## src/rtl/core/rmt_pkg.sv

```systemverilog
`default_nettype none

package rmt_pkg;

  // Store geometry and field widths
  localparam int unsigned DATA_W   = 17;
  localparam int unsigned CAPACITY = 256;
  localparam int unsigned CNT_W    = $clog2(CAPACITY + 1);
  localparam int unsigned IDX_W    = $clog2(CAPACITY);

  typedef struct packed {
    logic [DATA_W-1:0] sample;
    logic              restart;
  } in_req_t;

  typedef struct packed {
    logic [DATA_W-1:0] median;
    logic [CNT_W-1:0]  stored_count;
    logic              dropped;
  } out_req_t;

  typedef enum logic [1:0] {
    ST_IDLE,
    ST_SEL,
    ST_OUT
  } state_t;

endpackage

`default_nettype wire

```

## src/rtl/core/rmt_cell.sv

```systemverilog
`default_nettype none

// One slot of the sorted chain. Takes the new sample or its lower neighbor's
// value when the insertion point is at or below this slot.
module rmt_cell (
  input  wire logic                       clk,
  input  wire logic                       insert_en,
  input  wire logic                       occupied,
  input  wire logic                       at_end,
  input  wire logic [rmt_pkg::DATA_W-1:0] sample,
  input  wire logic                       prev_gt,
  input  wire logic [rmt_pkg::DATA_W-1:0] prev_val,
  output logic                            gt,
  output logic [rmt_pkg::DATA_W-1:0]      val
);

  logic [rmt_pkg::DATA_W-1:0] val_r;
  logic [rmt_pkg::DATA_W-1:0] val_nxt;

  // strictly greater: equal samples land after stored ones
  assign gt  = occupied && (val_r > sample);
  assign val = val_r;

  always_comb begin
    val_nxt = val_r;
    if (insert_en && (gt || at_end)) begin
      val_nxt = prev_gt ? prev_val : sample;
    end
  end

  always_ff @(posedge clk) begin
    val_r <= val_nxt;
  end

endmodule

`default_nettype wire

```

## config.mk

```make
export PLATFORM = sky130hd
export DESIGN_NAME = rmt_cell
export DESIGN_NICKNAME = d
export VERILOG_FILES = /design/src/rtl/core/rmt_pkg.sv /design/src/rtl/core/rmt_cell.sv
export SDC_FILE = /design/constraint.sdc
export NUM_CORES = 1
export LEC_CHECK = 0
export BUFFER_PORTS_ARGS = -buffer_cell sky130_fd_sc_hd__buf_2
export CORE_MARGIN = 2
export CORE_UTILIZATION = 48
export DETAILED_ROUTE_END_ITERATION = 10
export PLACE_DENSITY = 0.89
export REMOVE_ABC_BUFFERS = 1
export SLEW_MARGIN = 15
export SYNTH_ARGS = -nofsm -noshare
export SYNTH_HDL_FRONTEND = slang
export SYNTH_SLANG_ARGS = --single-unit
```

## constraint.sdc

```tcl
create_clock -name clk -period 4.9 [get_ports clk]
set_input_delay 0.245 -clock clk [delete_from_list [all_inputs] [get_ports clk]]
set_output_delay 0.245 -clock clk [all_outputs]
set_load 0.02 [all_outputs]
```

==> results.yml, run 1 <==
global_routing:
  grt_usage_pct: 21.97
  grt_max_degree: 34
  grt_pass1_vias: 1086
  grt_pass1_wl_um: 4333
  grt_overflow: 0
  grt_antenna_before_repair: 0
logic_synthesis:
  avgSynthCellArea_um2: 9.664
  synth_area_leaders: "edfxtp_1, ha_1, o21ai_0"
  yosysSeqAreaShare_pct: 45.54
  ys_ff_latch: 17
  synth.cell_area_mm2: 0.001121
  synth_top_area_share_pct: 45.54
  ys_top_cells_by_count: "nand2_1, o21ai_0, inv_1, edfxtp_1, ha_1"
  synth_enable_flop_cells: 17
  yosysWarnings: 0
  synthArstFlopShare_pct: 0
  syn_inst: 116
  ys.flop_type: "edfxtp_1"
  yosysUniqueCellTypes: 18
  synth_top_area_cell: "edfxtp_1"
clock_network:
  post_cts.repair.setup_buffers: 0
  clkTransAtPathRegs_ns: 0.10
  root_buffer: "clkbuf_4"
  cts_buffers: 3
  htree_levels: 1
  cts_tree: "built"
  postCtsHoldBufs: 0
  cts.sinks: 17
  insertion_delay_ns: 0.30
  clock_path_buffers: 2
  cts_resized: 0
drt:
  wl_per_cell_um: 13.02
  first_pass_iters: 4
  vias: 1047
  drt-total-wl_um: 2617
  drc: 0
  ant_nets: 0
  viasPerCell: 5.209
  drt_iter0_markers: 11
timing:
  finalMaxSlewViolations: 0
  setup_viol: 0
  skew_ns: 0.003544
  period_needed_ns: 2.788
  whs_ns: 0.2128
  finalHoldViolCount: 0
  rsz0062_at_grt: "false"
  worst_pin_slew_ns: 0.7548
  period_share_pct: 56.91
  max_freq_mhz: 358.6
  fin_ws_ns: 2.112
  maxSlewHeadroom_pct: 49.68
  fin_setup_tns_ns: 0
pwr:
  power.density_mw_per_mm2: 237.3
  p_sw_share_pct: 30.08
  ir_drop_mv: 0.1735
  power_frac_comb_pct: 25.3
  leakagePower_nw: 0.7367
  cellInternalPower_w: 0.0002408
  switchingPower_w: 0.0001036
  seqPwrFrac_pct: 51.6
  clkPwrFrac_pct: 23.1
critical_path:
  worstPathMaxFanout: 17
  crit_buf_inv: 0
  critPathCaptureType: "flip-flop"
  worst_ep_required_time_ns: 4.84
  critical_path.top_delay_family: "compound AO/OA/AOI/OAI gates"
  startpoint_type: "flip-flop"
  crit_chain: "ha_1 > nand4_1 > or4_1 > a21o_1 > a31oi_2 > o21a_1"
  slowest_stage: "o21a_1"
  critPathArrivalTime_ns: 2.73
  crit_path_max_incr_delay_ns: 0.63
  worstSetupPathType: "flip-flop to flip-flop"
cells_and_area:
  syn2layout_area_growth_pct: 29.46
  nFillCells: 179
  largest_reg_flops: 17
  diodes: 0
  ff_latch_area_um2: 510.5
  nNetsFinal: 230
  multi_input_comb_area_um2: 531.8
  drive_above_1_share_pct: 36.99
place:
  pre_cts_ws_ns: 2.118
  post-dp-hpwl_um: 2098
  port-buffer-count: 56
  gp_congestion: 0.8189
floorplan:
  die_area_mm2: 0.002738
  die_w_um: 52.33
  rows: 17
  core_area_mm2: 0.002212
  io_pins: 57
  start_util_pct: 50.68
  die_y_um: 52.33
status:
  outcome: "complete, no violations"
flow_run:
  cap_viol_max_count: 0
worst_hold_path:
  min_path_type: "primary input to flip-flop"
power by group through the flow:
| stage | combinational (W) | clock [W] | sequential (W) |
|---|---|---|---|
| 5_1_grt | 0.0000985 | 0.0000846 | 0.000179 |
| 6_report | 0.0000870 | 0.0000797 | 0.000178 |
| 2_1_floorplan | 0.0000374 | 0 | 0.000192 |
| 3_5_place_dp | 0.0000866 | 0 | 0.000181 |
| 3_3_place_gp | 0.0000823 | 0 | 0.000180 |
| 4_1_cts | 0.0000871 | 0.0000798 | 0.000178 |
logic make-up after synthesis:
logic type	count (synthesis)	share of synthesized area, %
buffers and inverters	21	7.031
adder cells (fa/ha/maj)	17	18.97
AO/OA/AOI/OAI	33	16.63
flip-flops	17	45.54
multiplexers	1	1.004
AND/OR/NAND/NOR	27	10.83
cell type report:
class,instances,area share [%]
clock buffers,4,1.810
inverters,18,4.655
multi-input cells,78,36.64
flip-flops and latches,17,35.17
well taps,28,2.414
repair buffers,56,19.31
cells in the final DEF (no fill, tap or decap):
cell type / instances
clkbuf_1: 1
o21ai_0: 20
edfxtp_1: 17
buf_2: 56
or4_1: 1
inv_1: 18
nand4_1: 2
o21a_1: 1
and4_1: 1
nand2_1: 20
ha_1: 17
clkbuf_4: 3
a21oi_1: 7
a21o_2: 2
nor3_1: 2
a31oi_2: 1
mux2_2: 1
a31oi_1: 1
a21o_1: 1
and3_2: 1
routing by layer:
metal | routed length (µm) | track usage (%) | vias to the layer above
li1 | - | - | 523
met1 | 1094 | 25.83 | 468
met2 | 1275 | 37.08 | 48
met3 | 171 | 4.000 | 8
met4 | 75 | 12.82 | 0
met5 | 0 | 0 | -
worst reg2reg max path, delay by kind of cell, from the launching register on:
kind                     cells  cell delay (ns)
adder cells (fa/ha/maj)      1             0.33
AO/OA/AOI/OAI                3             0.99
flip-flops                   1             0.42
AND/OR/NAND/NOR              2             0.70
final timing paths:
| kind | from | to | slack [ns] | depth (start not counted) |
|---|---|---|---|---|
| worst min-delay path | prev_val[9] | val[9] | 0.21 | 3 |
| worst max-delay path | val[15] | val[1] | 2.11 | 6 |
| worst max register to register | val[15] | val[1] | 2.11 | 6 |
| worst min register to register | val[0] | val[16] | 1.56 | 6 |
metrics by stage:
stage	cell area (µm²)	std cells	utilization [%]	total power, W
final	1451	201	65.61	0.0003444
after global routing	1451	201	65.61	0.0003618
after CTS	1451	201	65.61	0.0003445
after detailed placement	1425	197	64.42	0.0002674
after global placement	1425	197	64.42	0.0002626
after floorplan	1110	113	-	0.0002293
Power figures use the tool's default switching activity.
==> run 2: changes to the inputs <==
Settings changed: CORE_UTILIZATION 48 to 45, PLACE_DENSITY 0.89 to 0.84.
Clock period 4.9 ns to 2.7 ns, I/O delays scaled along.
==> results.yml, run 2 (same netlist as run 1, synthesis figures left out) <==
status:
  outcome: "complete, no violations"
critical_path:
  rrSetupSlack_ns: 0.31
  critPathArrivalTime_ns: 2.28
  crit_end: "gt"
  critPathCaptureType: "output pin"
  worstSetupStartpoint: "val[16]"
  rr_worst_depth: 7
  startpoint_type: "flip-flop"
  r2r_start: "val[16]"
  crit_chain: "ha_1 > nand4_1 > or4_1 > a21o_1 > a31oi_2 > buf_2"
  worstPathMaxFanout: 3
  slowest_stage: "or4_1"
  worstSetupPathType: "flip-flop to output pin"
  crit_path_max_incr_delay_ns: 0.54
  worst_ep_required_time_ns: 2.57
  reg2reg_to: "val[5]"
drt:
  drt_iter0_markers: 12
  wl_per_cell_um: 12.74
  viasPerCell: 5.034
  ant_nets: 0
  vias: 1032
  drt-total-wl_um: 2611
  first_pass_iters: 4
  drc: 0
pwr:
  switchingPower_w: 0.0001908
  leakagePower_nw: 0.7496
  seqPwrFrac_pct: 51.4
  cellInternalPower_w: 0.0004368
  power_frac_comb_pct: 25.6
  power.total_w: 0.0006276
  ir_drop_mv: 0.3582
  p_sw_share_pct: 30.41
  clkPwrFrac_pct: 23.0
  power.density_mw_per_mm2: 426.9
global_routing:
  grt_pass1_wl_um: 3912
  grt_pass1_vias: 973
  grt_max_degree: 34
  grt_antenna_before_repair: 0
  grt_usage_pct: 19.72
  grt_overflow: 0
timing:
  skew_ns: 0.006087
  maxSlewHeadroom_pct: 67.21
  worst_pin_slew_ns: 0.4918
  whs_ns: 0.09735
  finalHoldViolCount: 0
  setup_viol: 0
  finalMaxSlewViolations: 0
  period_needed_ns: 2.418
  rsz0062_at_grt: "false"
  period_share_pct: 89.57
  max_freq_mhz: 413.5
cells_and_area:
  diodes: 0
  nNetsFinal: 232
  layout_common_cells: "buf_2, nand2_1, o21ai_0"
  largest_reg_flops: 17
  drive_above_1_share_pct: 38.29
  fin_cells: 205
  syn2layout_area_growth_pct: 31.14
  layout_commonest_cell: "buf_2"
floorplan:
  rows: 18
  start_util_pct: 46.52
  core_area_mm2: 0.002410
  die_y_um: 53.91
  die_w_um: 53.91
  die_area_mm2: 0.002906
  io_pins: 57
clock_network:
  cts_tree: "built"
  htree_levels: 1
  insertion_delay_ns: 0.31
  cts_resized: 0
  postCtsHoldBufs: 0
  root_buffer: "clkbuf_4"
  clock_path_buffers: 2
  cts_buffers: 3
  cts.sinks: 17
  clkTransAtPathRegs_ns: 0.11
  post_cts.repair.setup_buffers: 0
worst_hold_path:
  min_path_type: "primary input to flip-flop"
place:
  gp_congestion: 0.7557
  port-buffer-count: 56
  post-place-cells: 201
  post-dp-hpwl_um: 2172
flow_run:
  cap_viol_max_count: 0
[run 2: changes by cell type in the layout (fill, tap and decap cells not counted)]
cell,delta
clkinv_2,+1
buf_4,+2
clkbuf_1,-1
[run 2: critical path: cells and delay by family (launching register included)]
family | cells | cell delay (ns)
and+or+nand+nor | 2 | 0.68
DFF | 1 | 0.40
AOI/OAI and AO/OA | 2 | 0.37
adders and majority gates | 1 | 0.33
buffers and inverters | 1 | 0.20
[run 2: metrics by stage]
stage / util [%] / setup TNS [ns] / instance area (µm²) / worst slack (ns)
floorplan: - / -2.486 / 1110 / -0.1462
global placement: 59.87 / 0 / 1443 / 0.3918
detailed placement: 59.87 / 0 / 1443 / 0.3171
CTS: 61.01 / 0 / 1470 / 0.2683
global route: 61.01 / 0 / 1470 / 0.1706
finish: 61.01 / 0 / 1470 / 0.2815
[run 2: power groups by stage]
stage | registers, W | clock network (W) | logic (W)
after floorplan | 0.000348 | 0 | 0.0000678
after global placement | 0.000327 | 0 | 0.000154
after global routing | 0.000324 | 0.000154 | 0.000181
after CTS | 0.000323 | 0.000147 | 0.000163
after detailed placement | 0.000328 | 0 | 0.000162
final | 0.000322 | 0.000144 | 0.000161
[run 2: final cells by class]
cell class | instances | area [µm²]
Sequential cell | 17 | 510.5
Clock inverter | 1 | 5.005
Inverter | 18 | 67.56
Timing Repair Buffer | 58 | 295.3
Clock buffer | 3 | 22.52
Fill cell | 187 | 939.7
Multi-Input combinational cell | 78 | 531.8
Tap cell | 30 | 37.54
[run 2: worst min-delay path by stage]
stage,slack (ns),end,startpoint,depth (start not counted)
2_1_floorplan,0.32,val[10],prev_gt,2
6_report,0.1,val[7],prev_val[7],3
4_1_cts,0.09,val[7],prev_val[7],3
3_5_place_dp,0.42,val[14],prev_val[14],3
5_1_grt,0.12,val[11],prev_val[11],3
3_3_place_gp,0.41,val[13],prev_val[13],3
[run 2: layer usage]
layer | track usage, % | up-vias | wire [µm]
li1 | - | 528 | -
met3 | 3.889 | 6 | 163
met2 | 32.72 | 39 | 1275
met4 | 13.68 | 0 | 77
met5 | 0 | - | 0
met1 | 22.65 | 459 | 1095
==> run 3: changes to the inputs <==
Clock period 2.7 ns to 2.5 ns, I/O delays scaled along.
==> results.yml, run 3 (same netlist as run 1, synthesis figures left out) <==
cells_and_area:
  nFillCells: 181
  nNetsFinal: 233
  layout_commonest_cell: "buf_2"
  diodes: 0
  syn2layout_area_growth_pct: 33.15
  layout_common_cells: "buf_2, nand2_1, o21ai_0"
  fin_cells: 206
  design_area_mm2: 0.001493
  drive_above_1_share_pct: 39.20
  largest_reg_flops: 17
drt:
  drt_iter0_markers: 13
  first_pass_iters: 4
  vias: 1020
  wl_per_cell_um: 12.43
  drt-total-wl_um: 2561
  ant_nets: 0
  drc: 0
  viasPerCell: 4.951
critical_path:
  reg2reg_to: "val[2]"
  startpoint_type: "flip-flop"
  r2r_start: "val[16]"
  worst_ep_required_time_ns: 2.50
  rrSetupSlack_ns: 0.08
  worstSetupPathType: "flip-flop to flip-flop"
  critPathArrivalTime_ns: 2.42
  critPathCaptureType: "flip-flop"
  rr_worst_depth: 7
  crit_end: "val[2]"
  worstPathMaxFanout: 9
  worstSetupStartpoint: "val[16]"
timing:
  finalHoldViolCount: 0
  max_freq_mhz: 413.5
  finalMaxSlewViolations: 0
  fin_setup_tns_ns: 0
  maxSlewHeadroom_pct: 67.04
  worst_pin_slew_ns: 0.4943
  rsz0062_at_grt: "true"
  period_share_pct: 96.74
  setup_viol: 0
  skew_ns: 0.01313
  period_needed_ns: 2.419
place:
  gp_congestion: 0.7553
  post-dp-hpwl_um: 2101
  port-buffer-count: 56
  placed_cell_area_mm2: 0.001443
  post-place-cells: 201
clock_network:
  cts.sinks: 17
  root_buffer: "clkbuf_4"
  cts_buffers: 3
  cts_tree: "built"
  postCtsHoldBufs: 0
  clkTransAtPathRegs_ns: 0.10
  clock_path_buffers: 2
  htree_levels: 1
  insertion_delay_ns: 0.29
worst_hold_path:
  min_path_type: "primary input to flip-flop"
  hold_depth: 3
floorplan:
  core_area_mm2: 0.002410
  die_w_um: 53.91
  rows: 18
  die_y_um: 53.91
  die_area_mm2: 0.002906
  start_util_pct: 46.52
  io_pins: 57
pwr:
  ir_drop_mv: 0.3521
  power.total_w: 0.0006719
  power_frac_comb_pct: 26.3
  leakagePower_nw: 0.7527
  cellInternalPower_w: 0.0004765
  clkPwrFrac_pct: 21.9
  p_sw_share_pct: 29.08
  switchingPower_w: 0.0001954
  power.density_mw_per_mm2: 450.1
  seqPwrFrac_pct: 51.9
flow_run:
  cap_viol_max_count: 0
status:
  outcome: "complete, no violations"
global_routing:
  grt_overflow: 0
  grt_max_degree: 34
  grt_pass1_wl_um: 3960
  grt_antenna_before_repair: 0
  grt_pass1_vias: 974
  grt_usage_pct: 19.24
-- run 3: critical path, cell delays in order (launching register included) --
cell      delay (ns)
edfxtp_1        0.45
ha_4            0.30
nand4_1         0.13
or4_4           0.55
a21o_1          0.18
a31oi_2         0.18
o21a_1          0.16
buf_4           0.18
-- run 3: worst min-delay path by stage --
stage	start	to	slack (ns)
6_report	prev_val[10]	val[10]	0.10
5_1_grt	prev_val[10]	val[10]	0.10
4_1_cts	prev_val[11]	val[11]	0.10
3_5_place_dp	prev_val[13]	val[13]	0.41
3_3_place_gp	prev_val[13]	val[13]	0.40
2_1_floorplan	prev_gt	val[10]	0.31
-- run 3: per-layer routing --
layer	GRT usage, %	wire length [µm]
met1	24.38	1102
met2	31.71	1241
met3	5.000	185
met4	6.410	31
met5	0	0
-- run 3: layout make-up --
cell class | instances | area [µm²] | area share, %
sequential | 17 | 510.5 | 34.20
timing repair buffer | 59 | 302.8 | 20.28
inverter | 18 | 67.56 | 4.526
multi-input combinational | 78 | 548.0 | 36.71
clock buffer | 4 | 26.28 | 1.760
tap | 30 | 37.54 | 2.515
-- run 3: through the flow --
stage / utilization, % / worst slack [ns] / hold slack, ns
2_1_floorplan: - / -0.3462 / 0.3121
3_3_place_gp: 59.87 / 0.1896 / 0.4007
3_5_place_dp: 59.87 / 0.05833 / 0.4081
4_1_cts: 60.96 / 0.02718 / 0.1000
5_1_grt: 61.94 / -0.02959 / 0.1048
6_report: 61.94 / 0.08144 / 0.1020
-- run 3: timing repair --
action | in CTS | in global routing
gates resized for setup | 0 | 2
setup endpoints to repair | 0 | 18
hold endpoints to repair | 0 | 0
setup buffers | 0 | 1
-- run 3: power by group through the flow --
| stage | Combinational (W) | Sequential (W) | Clock, W |
|---|---|---|---|
| 2_1_floorplan | 0.0000732 | 0.000376 | 0 |
| 3_3_place_gp | 0.000166 | 0.000353 | 0 |
| 3_5_place_dp | 0.000173 | 0.000354 | 0 |
| 4_1_cts | 0.000174 | 0.000348 | 0.000148 |
| 5_1_grt | 0.000200 | 0.000350 | 0.000162 |
| 6_report | 0.000176 | 0.000348 | 0.000147 |
